[config.mk]
export PLATFORM = sky130hd
export DESIGN_NAME = chd_ctrl
export DESIGN_NICKNAME = d
export VERILOG_FILES = /design/src/sv/chd_pkg.sv /design/src/sv/chd_ctrl.sv
export SDC_FILE = /design/constraint.sdc
export NUM_CORES = 1
export LEC_CHECK = 0
export BUFFER_PORTS_ARGS = -buffer_cell sky130_fd_sc_hd__clkbuf_2
export CAP_MARGIN = 20
export CORE_AREA = 2 2 39 41
export CTS_CLUSTER_DIAMETER = 40
export CTS_CLUSTER_SIZE = 24
export DETAILED_ROUTE_END_ITERATION = 10
export DIE_AREA = 0 0 41 43
export MAX_ROUTING_LAYER = met4
export PLACE_DENSITY_LB_ADDON = 0.2
export REMOVE_ABC_BUFFERS = 1
export SLEW_MARGIN = 20
export SYNTH_ARGS = -nofsm -noshare
export SYNTH_HDL_FRONTEND = slang
export SYNTH_SLANG_ARGS = --single-unit
[constraint.sdc]
create_clock -name clock -period 1.3 [get_ports clock]
set_clock_uncertainty 0.2 [all_clocks]
set_input_delay 0.13 -clock clock [delete_from_list [all_inputs] [get_ports clock]]
set_output_delay 0.13 -clock clock [all_outputs]
set_load 0.005 [all_outputs]
[src/sv/chd_pkg.sv]
package chd_pkg;

   localparam int MAX_CODE_LEN = 16;
   localparam int SYMBOL_COUNT = 256;

   localparam int SYM_W   = 8;
   localparam int CLEN_W  = 5;
   localparam int CFG_W   = 16;
   localparam int CODE_W  = 32;
   localparam int SYM_IW  = (SYMBOL_COUNT > 1) ? $clog2(SYMBOL_COUNT) : 1;
   localparam int SCAN_W  = $clog2(SYMBOL_COUNT + 1);
   localparam int CNT_W   = $clog2(SYMBOL_COUNT + 1);
   localparam int LEN_IW  = (MAX_CODE_LEN > 1) ? $clog2(MAX_CODE_LEN) : 1;
   localparam int BITS_W  = $clog2(MAX_CODE_LEN + 1);
   localparam int IDX_W   = (SCAN_W > BITS_W) ? SCAN_W : BITS_W;

   localparam int REQ_DATA_W = 16;
   localparam int RSP_DATA_W = 8;

   typedef enum logic [1:0] {
      OP_LOAD  = 2'd0,
      OP_BUILD = 2'd1,
      OP_START = 2'd2,
      OP_BIT   = 2'd3
   } op_type;

   typedef enum logic [2:0] {
      ST_IDLE,
      ST_CLEAR,
      ST_HIST,
      ST_PREFIX,
      ST_PLACE
   } state_type;

   typedef struct packed {
      logic load_we;
      logic dec_clear;
      logic dec_bit;
      logic tab_clear;
      logic scan_rd;
      logic place;
      logic prefix_step;
      logic idx_clear;
   } cmd_type;

   typedef struct packed {
      logic rsp_busy;
      logic idx_end;
      logic idx_lastlen;
      logic rd_live;
   } status_type;

endpackage

[src/sv/chd_ctrl.sv]
module chd_ctrl import chd_pkg::*; (
   input  logic       clock,
   input  logic       reset,
   input  logic       req_tvalid,
   output logic       req_tready,
   input  op_type     req_op,
   input  logic       rsp_tready,
   input  status_type status,
   output cmd_type    cmd
);

   state_type state_ff, state_in;

   always_ff @(posedge clock) begin
      if (reset) begin
         state_ff <= ST_IDLE;
      end else begin
         state_ff <= state_in;
      end
   end

   always_comb begin
      state_in   = state_ff;
      cmd        = '0;
      req_tready = 1'b0;
      case (state_ff)
         ST_IDLE: begin
            // a waiting result must leave this cycle before a new request enters
            req_tready = !status.rsp_busy || rsp_tready;
            if (req_tvalid && req_tready) begin
               case (req_op)
                  OP_LOAD:  cmd.load_we   = 1'b1;
                  OP_BUILD: state_in      = ST_CLEAR;
                  OP_START: cmd.dec_clear = 1'b1;
                  OP_BIT:   cmd.dec_bit   = 1'b1;
                  default:  cmd.load_we   = 1'b0;
               endcase
            end
         end
         ST_CLEAR: begin
            cmd.tab_clear = 1'b1;
            state_in      = ST_HIST;
         end
         ST_HIST: begin
            if (!status.idx_end) begin
               cmd.scan_rd = 1'b1;
            end else if (!status.rd_live) begin
               cmd.idx_clear = 1'b1;
               state_in      = ST_PREFIX;
            end
         end
         ST_PREFIX: begin
            cmd.prefix_step = 1'b1;
            if (status.idx_lastlen) begin
               cmd.idx_clear = 1'b1;
               state_in      = ST_PLACE;
            end
         end
         ST_PLACE: begin
            if (!status.idx_end) begin
               cmd.scan_rd = 1'b1;
               cmd.place   = 1'b1;
            end else if (!status.rd_live) begin
               state_in = ST_IDLE;
            end
         end
         default: begin
            state_in = ST_IDLE;
         end
      endcase
   end

endmodule

==> reports/qor.yml <==
status: "complete, but fails checks"
violations: "negative setup slack"
whs_path_depth: 3
synth_top_cell_by_area: "dfxtp_1"
vias: 373
cp.arrival_ps: 1180
yosysSeqAreaShare_pct: 22.6
power_density_mw_per_mm2: 628
min_period_over_period_pct: 116
ys_seq_elements: 3
synthTopCellsByCount: "nor2_1, dfxtp_1, nor3_1"
grt_antenna_before_repair: 0
drv_slew: 0
irDropWorstVdd_uv: 320
synth_cell_type_count: 23
synth_most_common_cell: "nor2_1"
hold_class: "in2reg"
overflow: 0
grt_max_degree: 7
cts_hold_buf: 1
fin_area_um2: 588
hold_end: "state_ff[0]$_SDFFE_PP0P_"
end_kind: "output pin"
p_leak_nw: 0.269
numCtsBuffers: 3
hpwl_um: 650
reg2reg_depth: 5
grt_setup_unrepaired: "true"
cp_max_fo: 4
nFillCells: 148
core.rowCount: 14
hold_viol: 0
tightestPinTransition_ps: 224
hold_start: "reset"
routedWlPerCell_um: 12.0
drt-total-wl_um: 1010
reg2reg_slack_ps: -40
slew_headroom_pct: 84.9
clk_latency_ps: 240
cp-start-kind: "register"
port_buffers: 18
cts_sinks: 3
r2r-start: "state_ff[1]$_SDFFE_PP0P_"
via_per_inst: 4.44
grt_pass1_vias: 328
netlist_instances: 34
yosysTopAreaCellShare_pct: 22.6
largest_register_ffs: 3
drcViolationCount: 0
dieArea_mm2: 0.00176
ios: 19
path_class: "reg2out"
maxCapViolations: 0
dp_slack_ps: -53.6
fin_ws_ps: -208
fmax_mhz: 663
drive_gt1_share_pct: 76.5
avgSynthCellArea_um2: 7.80
yosysWarnings: 0
synthArstFlopShare_pct: 0
synth_edf_count: 0
dr.pass1.iters: 1
root_buffer: "clkbuf_4"
drtIter0Drc: 0
die_h_um: 43
place_area_um2: 424
syn_to_final_growth_pct: 122
synthTopCellsByArea: "dfxtp_1, nor3_1, nor2_1, nand2b_4, nor3b_2"
cts_tree: "yes"
fin_nets: 79
ant_nets: 0
cts.clk_slew.worst_paths_ps: 40
syn-cell-area_um2: 265
coreArea_mm2: 0.00138
die_x_um: 41
diodes: 0
ctsHtreeMaxLevel: 1
setup_viol: 10
clockBufferDepth: 2
grt_pass1_wl_um: 1490
initial_core_util_pct: 19.2
grt_usage_pct: 14.2
cp.required_ps: 970
r2r-end: "state_ff[2]$_SDFFE_PP0P_"
gp_congestion: 0.739
fin_crit_ps: 1510
synthFlopType: "dfxtp_1"
regMostFlops: "state_ff"
largestRegisters: "state_ff x3"
[layer usage]
metal	global-route usage, %	vias up	wire length (µm)
met5	-	-	0
met4	14.0	0	18
met3	4.71	2	42
met2	20.9	12	599
met1	13.1	171	349
li1	-	188	-
[through the flow]
| step | hold WS [ps] | instances | total power, mW | TNS, ps | utilization, % |
|---|---|---|---|---|---|
| finish | 4.03 | 84 | 0.369 | -1230 | 42.5 |
| global route | 4.03 | 84 | 0.398 | -1860 | 42.5 |
| CTS | -16.9 | 82 | 0.363 | -1590 | 38.2 |
| detailed placement | 147 | 75 | 0.173 | -85.7 | 30.7 |
| global placement | 148 | 75 | 0.173 | -4.67 | 30.7 |
| floorplan | -7.56 | 32 | 0.128 | 0 | - |
[final cells by class]
class | count | area (µm²) | share of cell area (%)
Sequential cell | 3 | 71.3 | 12.1
Multi-Input combinational cell | 27 | 246 | 41.9
Tap cell | 16 | 20.0 | 3.40
Timing Repair Buffer | 32 | 216 | 36.8
Clock buffer | 4 | 26.3 | 4.47
Inverter | 2 | 7.51 | 1.28
[worst max path at each step]
stage	startpoint	to	slack, ps	cells past startpoint
floorplan	state_ff[1]$_SDFFE_PP0P_	cmd[6]	40	3
global placement	state_ff[0]$_SDFFE_PP0P_	cmd[6]	-5	4
detailed placement	state_ff[0]$_SDFFE_PP0P_	cmd[6]	-50	4
CTS	state_ff[0]$_SDFFE_PP0P_	cmd[2]	-230	6
global route	state_ff[1]$_SDFFE_PP0P_	cmd[6]	-270	4
finish	state_ff[1]$_SDFFE_PP0P_	cmd[6]	-210	4
[worst max-delay path, cell delays in order (launching register included)]
cell	delay, ps
dfxtp_4	350
nor2_4	150
nand4bb_4	150
nor3b_2	170
buf_2	130
[placed cells by master (no fill, tap or decap)]
cell	n
nor3b_2	1
nand2_1	1
nor2b_1	1
nor4_2	1
a21oi_1	1
dfxtp_4	3
nor3_1	1
a21oi_2	2
nand2_2	1
clkbuf_2	11
nor2_1	4
or2b_1	1
dlygate4sd3_1	1
nand4bb_4	1
buf_6	5
clkbuf_1	1
nor3b_4	1
buf_4	8
nand3_1	1
clkbuf_4	3
nor4_1	1
nor2_4	1
and3_2	1
nand2b_4	1
buf_2	7
o32ai_2	1
nor3_2	2
inv_1	2
or3b_2	1
or3_4	1
xnor2_1	1
[where the power goes]
part           switching (mW)  internal [mW]
Combinational          0.0461         0.0614
Sequential            0.00423         0.0903
Clock                  0.0519          0.115
[kinds of logic after synthesis]
| logic type | after synthesis | share of synthesized area (%) |
|---|---|---|
| buffers and inverters | 4 | 9.91 |
| flip-flops | 3 | 22.6 |
| AO/OA/AOI/OAI | 4 | 10.4 |
| XOR/XNOR | 1 | 3.30 |
| AND/OR/NAND/NOR | 22 | 53.8 |
[repair_timing]
action | CTS | global route
setup buffers | 3 | 3
gates resized for setup | 13 | 16
endpoints found under the setup margin | 9 | 12
endpoints found under the hold margin | 3 | 1
pin swaps | 7 | 10
Note: power is estimated with default switching activity, not from simulation.
